===== config.mk =====
export PLATFORM = sky130hd
export DESIGN_NAME = bsrch_ctrl
export DESIGN_NICKNAME = d
export VERILOG_FILES = /design/src/sv/sorted_table_binary_search_macros.svh /design/src/sv/bsrch_pkg.sv /design/src/sv/bsrch_ctrl.sv
export SDC_FILE = /design/constraint.sdc
export NUM_CORES = 1
export LEC_CHECK = 0
export BUFFER_PORTS_ARGS = -buffer_cell sky130_fd_sc_hd__buf_2
export CAP_MARGIN = 15
export CORE_AREA = 2 2 39 41
export DETAILED_ROUTE_END_ITERATION = 10
export DIE_AREA = 0 0 41 43
export GPL_TIMING_DRIVEN = 0
export PLACE_DENSITY = 0.38
export REMOVE_ABC_BUFFERS = 1
export SLEW_MARGIN = 5
export SYNTH_ARGS = -nofsm -noshare
export SYNTH_HDL_FRONTEND = slang
export SYNTH_SLANG_ARGS = --single-unit

===== constraint.sdc =====
create_clock -name clock -period 1.8 [get_ports clock]
set_input_delay 0.09 -clock clock [delete_from_list [all_inputs] [get_ports clock]]
set_output_delay 0.09 -clock clock [all_outputs]
set_load 0.005 [all_outputs]

===== src/sv/sorted_table_binary_search_macros.svh =====
// Assertion macros used by the top-level RTL.
`ifndef SORTED_TABLE_BINARY_SEARCH_MACROS_SVH
`define SORTED_TABLE_BINARY_SEARCH_MACROS_SVH

`ifndef SYNTH

// Same-cycle implication.
`define BSRCH_ASSERT_NOW(label, clk, rst, ante, cons, msg) \
   label: assert property (@(posedge clk) disable iff (rst) (ante) |-> (cons)) \
      else $error(msg);

// Next-cycle implication.
`define BSRCH_ASSERT_NEXT(label, clk, rst, ante, cons, msg) \
   label: assert property (@(posedge clk) disable iff (rst) (ante) |=> (cons)) \
      else $error(msg);

`else

`define BSRCH_ASSERT_NOW(label, clk, rst, ante, cons, msg)
`define BSRCH_ASSERT_NEXT(label, clk, rst, ante, cons, msg)

`endif

`endif


===== src/sv/bsrch_pkg.sv =====
`timescale 1ns / 1ps

package bsrch_pkg;

   localparam int TABLE_DEPTH = 256;
   localparam int INDEX_WIDTH = $clog2(TABLE_DEPTH);
   localparam int ENTRY_WIDTH = 32;
   localparam int LOW_WIDTH   = 9;   // bound up to TABLE_DEPTH
   localparam int HIGH_WIDTH  = 10;  // signed, down to -1

   // request tdata layout, lowest bit up
   localparam int REQ_TDATA_WIDTH = 96;
   localparam int ENTRY_INDEX_LSB = 0;
   localparam int ENTRY_VALUE_LSB = 8;
   localparam int SEARCH_LOW_LSB  = 40;
   localparam int SEARCH_HIGH_LSB = 48;
   localparam int SEARCH_KEY_LSB  = 57;
   localparam int SEARCH_LOW_WIDTH  = 8;
   localparam int SEARCH_HIGH_WIDTH = 9;

   localparam int RSP_TDATA_WIDTH = 8;

   localparam logic OP_WRITE  = 1'b0;
   localparam logic OP_SEARCH = 1'b1;

   typedef enum logic [1:0] {
      ST_IDLE,
      ST_CHECK,
      ST_PROBE,
      ST_DONE
   } state_type;

   typedef struct packed {
      logic write_en;
      logic load_req;
      logic probe;
      logic load_rsp;
   } cmd_type;

   typedef struct packed {
      logic nonempty;
      logic hit;
      logic out_free;
   } status_type;

endpackage


===== src/sv/bsrch_ctrl.sv =====
`timescale 1ns / 1ps

module bsrch_ctrl (
   input  logic                   clock,
   input  logic                   reset,
   input  logic                   req_tvalid,
   input  logic                   req_opcode,
   output logic                   req_tready,
   input  bsrch_pkg::status_type  status,
   output bsrch_pkg::cmd_type     cmd
);

   bsrch_pkg::state_type state_ff;
   bsrch_pkg::state_type state_in;

   always_ff @(posedge clock) begin
      if (reset) begin
         state_ff <= bsrch_pkg::ST_IDLE;
      end else begin
         state_ff <= state_in;
      end
   end

   // next state
   always_comb begin
      state_in = state_ff;
      case (state_ff)
         bsrch_pkg::ST_IDLE: begin
            if (req_tvalid && req_opcode == bsrch_pkg::OP_SEARCH) begin
               state_in = bsrch_pkg::ST_CHECK;
            end
         end
         bsrch_pkg::ST_CHECK: begin
            state_in = status.nonempty ? bsrch_pkg::ST_PROBE : bsrch_pkg::ST_DONE;
         end
         bsrch_pkg::ST_PROBE: begin
            state_in = status.hit ? bsrch_pkg::ST_DONE : bsrch_pkg::ST_CHECK;
         end
         bsrch_pkg::ST_DONE: begin
            if (status.out_free) begin
               state_in = bsrch_pkg::ST_IDLE;
            end
         end
         default: begin
            state_in = bsrch_pkg::ST_IDLE;
         end
      endcase
   end

   // outputs
   always_comb begin
      req_tready = 1'b0;
      cmd        = '0;
      case (state_ff)
         bsrch_pkg::ST_IDLE: begin
            req_tready   = 1'b1;
            cmd.write_en = req_tvalid && req_opcode == bsrch_pkg::OP_WRITE;
            cmd.load_req = req_tvalid && req_opcode == bsrch_pkg::OP_SEARCH;
         end
         bsrch_pkg::ST_PROBE: begin
            cmd.probe = 1'b1;
         end
         bsrch_pkg::ST_DONE: begin
            cmd.load_rsp = status.out_free;
         end
         default: begin
            cmd = '0;
         end
      endcase
   end

endmodule


==> run summary, run 1 <==
====================================================================================================
Outcome                                                                                    completed
Die Span X                                                                                41 microns
Number of nets in the layout                                                                      37
Overall die area                                                                        0.001763 sq mm
Top Ports                                                                                         12
Critical path class                                                                          reg2out
Drt first-iter violations                                                                          1
Synth Register Bits                                                                                2
Worst setup slack after placement                                                          0.9151 ns
Post-layout instance count excluding filler cells                                                 44
Setup repair bufs after CTS                                                                        0
First-pass GRT wire length                                                               593 microns
Library cell occupying the most area in the post-synthesis netlist                           dfxtp_1
Total routing usage reported by global routing                                                5.706%
Sequential area share after synthesis                                                         31.07%
Chip Height                                                                               43 microns
Number of distinct standard cells referenced by the synthesized netlist                           11
Cell row count                                                                                    14
Number of maximum-capacitance constraint violations                                                0
Cell count after placement                                                                        41
Hold bufs inserted after CTS                                                                       0
End of the worst register-to-register path                                               state_ff[0]
Cell Area, Placed                                                                        203.9 sq um
Largest registers                                                                       state_ff (2)
Min cycle time layout                                                                       1.108 ns
Final GP Congestion                                                                           0.6497
PD cells                                                                                819.9 mW/mm^2
Fillers                                                                                          153
Clk_skew                                                                                 0.001337 ns
Antenna violations before repair                                                                   0
Pin slew with the least headroom to its limit                                              0.2201 ns
First-pass iteration count of the detailed router                                                  2
Least setup slack across all paths after layout                                            0.6918 ns
Final non-filler cell area                                                               226.5 sq um
Vias per std cell                                                                              3.455
Clk network pwr share                                                                          52.4%
Leading cell type in the layout, fill and taps excluded                                        buf_2
Clk Tree Root Cell                                                                          clkbuf_4
Final number of hold-violating endpoints                                                           0
Cell types occupying the most area after synthesis                                      dfxtp_1 (31%), a311oi_2 (12%), nand3b_1 (12%)
Internal power component                                                                    141.8 uW
Avg WL per Cell                                                                         9.364 microns
Worst Hold Path EP                                                                       state_ff[1]
Slack of the worst reg-to-reg path                                                           0.93 ns
Element type at the critical path start                                                     register
Number of buffers added on ports                                                                  11
Maximum clock rate                                                                         902.3 MHz
Worst r2r path cells                                                                               2
Post-synth top area share                                                                     31.07%
Worst endpoint required time                                                                 1.71 ns
Clock-pin slew reported for the worst setup and hold paths after clock tree synthesis        0.03 ns
Fraction of power spent switching nets                                                        23.62%
CP endpoint kind                                                                        primary output
Power after layout                                                                          185.7 uW
Maximum clock insertion buffer count                                                               2
Clk_lat worst skew                                                                           0.22 ns
Reg with most FFs                                                                           state_ff
Per-instance average area after synthesis                                                9.205 sq um
Area growth syn-to-layout                                                                     75.73%
Flip-flop count of the largest register, all copies and words added                                2
Cell area after synthesis                                                                128.9 sq um
Number of global-route vias before repair                                                        141
Number of instances in the synthesized netlist                                                    14
DRC violations left                                                                                0
Overflow left after global routing                                                                 0
Starting density of the core                                                                  9.313%
Pin count of the biggest net entering global routing                                               9
Cells on Worst Hold Path                                                                           2
Most used cells in the layout excluding fill and tap cells                              buf_2 (11), clkbuf_4 (3), nor2_1 (2), nand3b_1 (2), dfxtp_1 (2)
Relative contribution of sequential cells to total power                                       29.4%
Post-cts resize count                                                                              0
RSZ-0062 raised after global routing                                                              no
CTS sink count                                                                                     2
Worst reg2reg startpoint                                                                 state_ff[0]
Hold Startpoint                                                                                reset
H-tree levels                                                                                      1
Class of the tightest hold or removal check                                                   in2reg
Combinational fraction of design power                                                         18.2%
CP max FO                                                                                          8
Final-report setup violation count                                                                 0
Yosys synthesis warning count                                                                      0
Antenna cell count                                                                                 0
Max rail drop VDD                                                                          0.1706 mV
Total negative slack                                                                            0 ns
Slew headroom                                                                                 85.12%
Signal arrival time at the worst endpoint                                                    1.02 ns
Vias after detailed routing                                                                      152
Leakage component of the power                                                          0.0001077 uW
Switching power                                                                             43.85 uW
Number of buffers created by CTS                                                                   3
Fraction of final layout cells with drive strength greater than 1                             60.71%
Share of the cycle needed by the critical path after routing                                  61.57%
Total Routed Length                                                                      412 microns
Residual antenna-violating net count after detailed routing                                        0
Pins over their slew limit                                                                         0
TritonCTS clock tree                                                                            done
Floorplan core area                                                                     0.001384 sq mm
====================================================================================================
[Yosys cell counts (all sizes together)]
cell / instances
and3: 2
dfxtp: 2
nand3b: 2
nor2: 2
a21bo: 1
a21oi: 1
a311oi: 1
inv: 1
nand2b: 1
nor4b: 1
[layer usage]
layer	part of all wire, %	GRT usage, %
met3	21	1.571
met5	0	0
met2	30	4.375
met1	48	8.917
met4	0	8.000
[cells by family (layout without fill, tap and decap cells)]
kind of cell	after synthesis	in the layout	share of synthesized area [%]
flops	2	2	31.07
buf+inv	1	15	2.910
simple gates	8	8	39.81
compound gates	3	3	26.21
[how the worst max path moves through the flow]
stage / from / end
floorplan: state_ff[0] / state_ff[0]
global placement: state_ff[0] / cmd[3]
detailed placement: state_ff[0] / cmd[2]
CTS: state_ff[0] / cmd[3]
global route: state_ff[0] / cmd[3]
finish: state_ff[0] / cmd[2]
[cell type report]
type	count	area, sq um	area share, %
well taps	16	20.02	8.840
inverters	1	3.754	1.657
flip-flops and latches	2	40.04	17.68
multi-input cells	11	85.08	37.57
repair buffers	11	55.05	24.31
clock buffers	3	22.52	9.945
[stage by stage]
step	hold slack [ns]	utilization, %
2_1_floorplan	0.1524	-
3_3_place_gp	0.2922	14.74
3_5_place_dp	0.2983	14.74
4_1_cts	0.06031	16.37
5_1_grt	0.06902	16.37
6_report	0.06583	16.37
[critical path, stage by stage (launching register included)]
cell and delay, ns:
dfxtp_1 0.43, nor2_1 0.07, and3_1 0.17, buf_2 0.12
[power groups by stage]
| stage | logic, uW | registers [uW] | clock network [uW] |
|---|---|---|---|
| 2_1_floorplan | 17.4 | 53.2 | 0 |
| 3_3_place_gp | 34.4 | 55.3 | 0 |
| 3_5_place_dp | 34.6 | 55.1 | 0 |
| 4_1_cts | 34.7 | 54.5 | 104 |
| 5_1_grt | 38.0 | 55.6 | 104 |
| 6_report | 33.8 | 54.6 | 97.3 |
Note: power is estimated with default switching activity, not from simulation.
==> run 2: changes to the inputs <==
- ABC_AREA: default -> 1
- PLACE_DENSITY: 0.38 -> 0.37
- clock period: 1.8 -> 1 ns (I/O delays scaled with it)
==> run summary, run 2 <==
====================================================================================================
CP endpoint kind                                                                        primary output
First-pass GRT wire length                                                               545 microns   -8.1%
Chip Height                                                                               43 microns   unchanged
Pin slew with the least headroom to its limit                                              0.1356 ns   -0.08449 ns
Share of the cycle needed by the critical path after routing                                  98.09%
Least setup slack across all paths after layout                                           0.01906 ns   -0.6727 ns
PD cells                                                                                1517 mW/mm^2   +85%
Overflow left after global routing                                                                 0   unchanged
Antenna cell count                                                                                 0   unchanged
Drt first-iter violations                                                                          4   +3
Die Span X                                                                                41 microns   unchanged
CP max FO                                                                                          7   -1
TritonCTS clock tree                                                                            done
Pins over their slew limit                                                                         0   unchanged
Sequential area share after synthesis                                                         34.04%   +3.0 points
Vias after detailed routing                                                                      170   +12%
Number of buffers added on ports                                                                  11   unchanged
Worst endpoint required time                                                                 0.95 ns   -0.76 ns
H-tree levels                                                                                      1   unchanged
Top_reg_cell synth                                                                           dfxtp_1
Slew headroom                                                                                 90.89%   +5.8 points
Total Routed Length                                                                      359 microns   -13%
Leading cell type in the layout, fill and taps excluded                                        buf_2
Worst r2r path cells                                                                               3   +1
Layer carrying the most global-route usage                                                      met4
Avg WL per Cell                                                                         7.180 microns   -23%
Power after layout                                                                          364.5 uW   +96%
Flip-flop count of the largest register, all copies and words added                                2   unchanged
RSZ-0062 raised after global routing                                                             yes
Final non-filler cell area                                                               240.2 sq um   +6.1%
Fraction of final layout cells with drive strength greater than 1                             55.88%   -4.8 points
Number of flops mapped to enable cells by yosys                                                    0   unchanged
Most common cell in the synthesized netlist                                                  nand2_1
Starting density of the core                                                                  8.499%   -0.81 points
Area growth syn-to-layout                                                                     104.3%
Floorplan core area                                                                     0.001384 sq mm   unchanged
Area share of xor/xnor cells in the synthesized design                                            0%   unchanged
Cell area after synthesis                                                                117.6 sq um   -8.7%
Clk_skew                                                                                 0.002902 ns   +0.001565 ns
Total routing usage reported by global routing                                                5.311%   -0.40 points
Largest registers                                                                       state_ff (2)
Clock-pin slew reported for the worst setup and hold paths after clock tree synthesis        0.03 ns   about the same
GR Layer Usage met2                                                                           4.375%   unchanged
Total area of sequential cells                                                           47.55 sq um   +19%
Cell types occupying the most area after synthesis                                      dfxtp_1 (34%), nand2_1 (16%), nor2_1 (9.6%)
Cells on Worst Hold Path                                                                           4   +2
Synth Register Bits                                                                                2   unchanged
Most frequent cells after synthesis                                                     nand2_1 (5), nor2_1 (3), dfxtp_1 (2), inv_1 (2), nor3_1 (2)
Cell Area, Placed                                                                        192.7 sq um   -5.5%
Number of instances in the synthesized netlist                                                    19   +5
Number of buffers created by CTS                                                                   3   unchanged
Fillers                                                                                          163   +6.5%
Outcome                                                                                    completed
Final GP Congestion                                                                           0.5593   -14%
Reg with most FFs                                                                           state_ff
Clk Tree Root Cell                                                                          clkbuf_4
First-pass iteration count of the detailed router                                                  2   unchanged
Worst setup slack after placement                                                          0.1697 ns   -0.7454 ns
Post-synth top area share                                                                     34.04%   +3.0 points
Min cycle time layout                                                                      0.9809 ns
Vias per std cell                                                                              3.400   -1.6%
Signal arrival time at the worst endpoint                                                    0.93 ns   -0.09 ns
Critical path class                                                                          reg2out
Max rail drop VDD                                                                          0.3123 mV   +83%
CTS sink count                                                                                     2   unchanged
Leakage component of the power                                                          0.0001211 uW   +12%
Number of global-route vias before repair                                                        150   +6.4%
Yosys synthesis warning count                                                                      0   unchanged
Pin count of the biggest net entering global routing                                               8   -1
Number of distinct standard cells referenced by the synthesized netlist                           10   -1
Overall die area                                                                        0.001763 sq mm   unchanged
Top Ports                                                                                         12   unchanged
Number of maximum-capacitance constraint violations                                                0   unchanged
Maximum clock insertion buffer count                                                               2   unchanged
Number of nets in the layout                                                                      43   +16%
Most used cells in the layout excluding fill and tap cells                              buf_2 (11), nand2_1 (5), clkbuf_4 (3)
Setup repair bufs after CTS                                                                        0   unchanged
Antenna violations before repair                                                                   0   unchanged
Routing usage on met1                                                                         6.709%   -2.2 points
HPWL after DPL                                                                          275.7 microns
Cell row count                                                                                    14   unchanged
Post-layout utilization of the core                                                           17.36%   +0.99 points
Element type at the critical path start                                                     register
Library cell occupying the most area in the post-synthesis netlist                           dfxtp_1
Main combinational cell family by area after synthesis                                  simple AND/OR/NAND/NOR gates
Share of the synthesized area in compound gates (AO/OA/AOI/OAI)                               15.96%   -10 points
DRC violations left                                                                                0   unchanged
Routing usage on met3                                                                         1.571%   unchanged
Final-report setup violation count                                                                 0   unchanged
Maximum clock rate                                                                          1019 MHz
Class of the tightest hold or removal check                                                   in2reg
Final number of hold-violating endpoints                                                           0   unchanged
Adder-Cell Fraction of Synth Area                                                                 0%   unchanged
Area occupied by multi-input gates                                                       77.57 sq um   -8.8%
Proportion of synthesized area in mux cells                                                       0%   unchanged
Per-instance average area after synthesis                                                6.190 sq um   -33%
Residual antenna-violating net count after detailed routing                                        0   unchanged
Clk_lat worst skew                                                                           0.22 ns   about the same
Area share of and/or/nand/nor cells after synthesis                                           43.62%   +3.8 points
Synth async-reset ratio                                                                           0%   unchanged
Min Hold Slack                                                                             0.1147 ns   +0.04884 ns
====================================================================================================
run 2: cells by family (layout without fill, tap and decap cells):
kind of cell    after synthesis  after routing
buf+inv                       2             17
compound gates                3              3
simple gates                 12             12
flops                         2              2
run 2: worst paths after layout:
kind / from / end / slack (ns)
setup reg to reg: state_ff[1] / state_ff[0] / 0.23
hold / removal: status[2] / state_ff[0] / 0.11
setup / recovery: state_ff[1] / cmd[3] / 0.02
hold reg to reg: state_ff[0] / state_ff[0] / 0.55
run 2: critical path: stages, from the launching register on:
cell	delay, ns
dfxtp_4	0.36
nor2_4	0.12
nand2_1	0.05
nor2_1	0.07
buf_2	0.11
run 2: stage by stage:
step                      std cells  setup TNS (ns)
after global placement           46               0
after CTS                        50               0
after floorplan                  19               0
after global routing             50        -0.06640
final                            50               0
after detailed placement         46               0
run 2: layout make-up:
type                       count  area share [%]
clock buffer                   3           9.375
inverter                       2           3.125
multi-input combinational     15           32.29
sequential                     2           19.79
tap                           16           8.333
timing repair buffer          12           27.08
run 2: timing repair:
| item | 4_1_cts | 5_1_grt |
|---|---|---|
| hold buffers | 1 | 0 |
| pin swaps | 1 | 1 |
| endpoints found under the hold margin | 1 | 0 |
| resized for setup | 5 | 1 |
| gates cloned | 0 | 0 |
| setup endpoints to repair | 2 | 2 |
run 2: layer usage:
layer	vias to the layer above	part of all wire, %	routed length (microns)
met5	-	0	0
met4	0	0	0
met3	0	9.7	35
met2	9	43	155
met1	69	47	169
li1	92	-	-
run 2: report_power, final:
part | leakage (uW) | internal, uW | total (uW) | switching, uW
clock network | 0.0000138 | 132 | 179 | 46.3
registers | 0.0000178 | 91.1 | 110 | 19.3
logic | 0.0000895 | 41.3 | 75.3 | 34.0
total | 0.000121 | 265 | 364 | 99.7
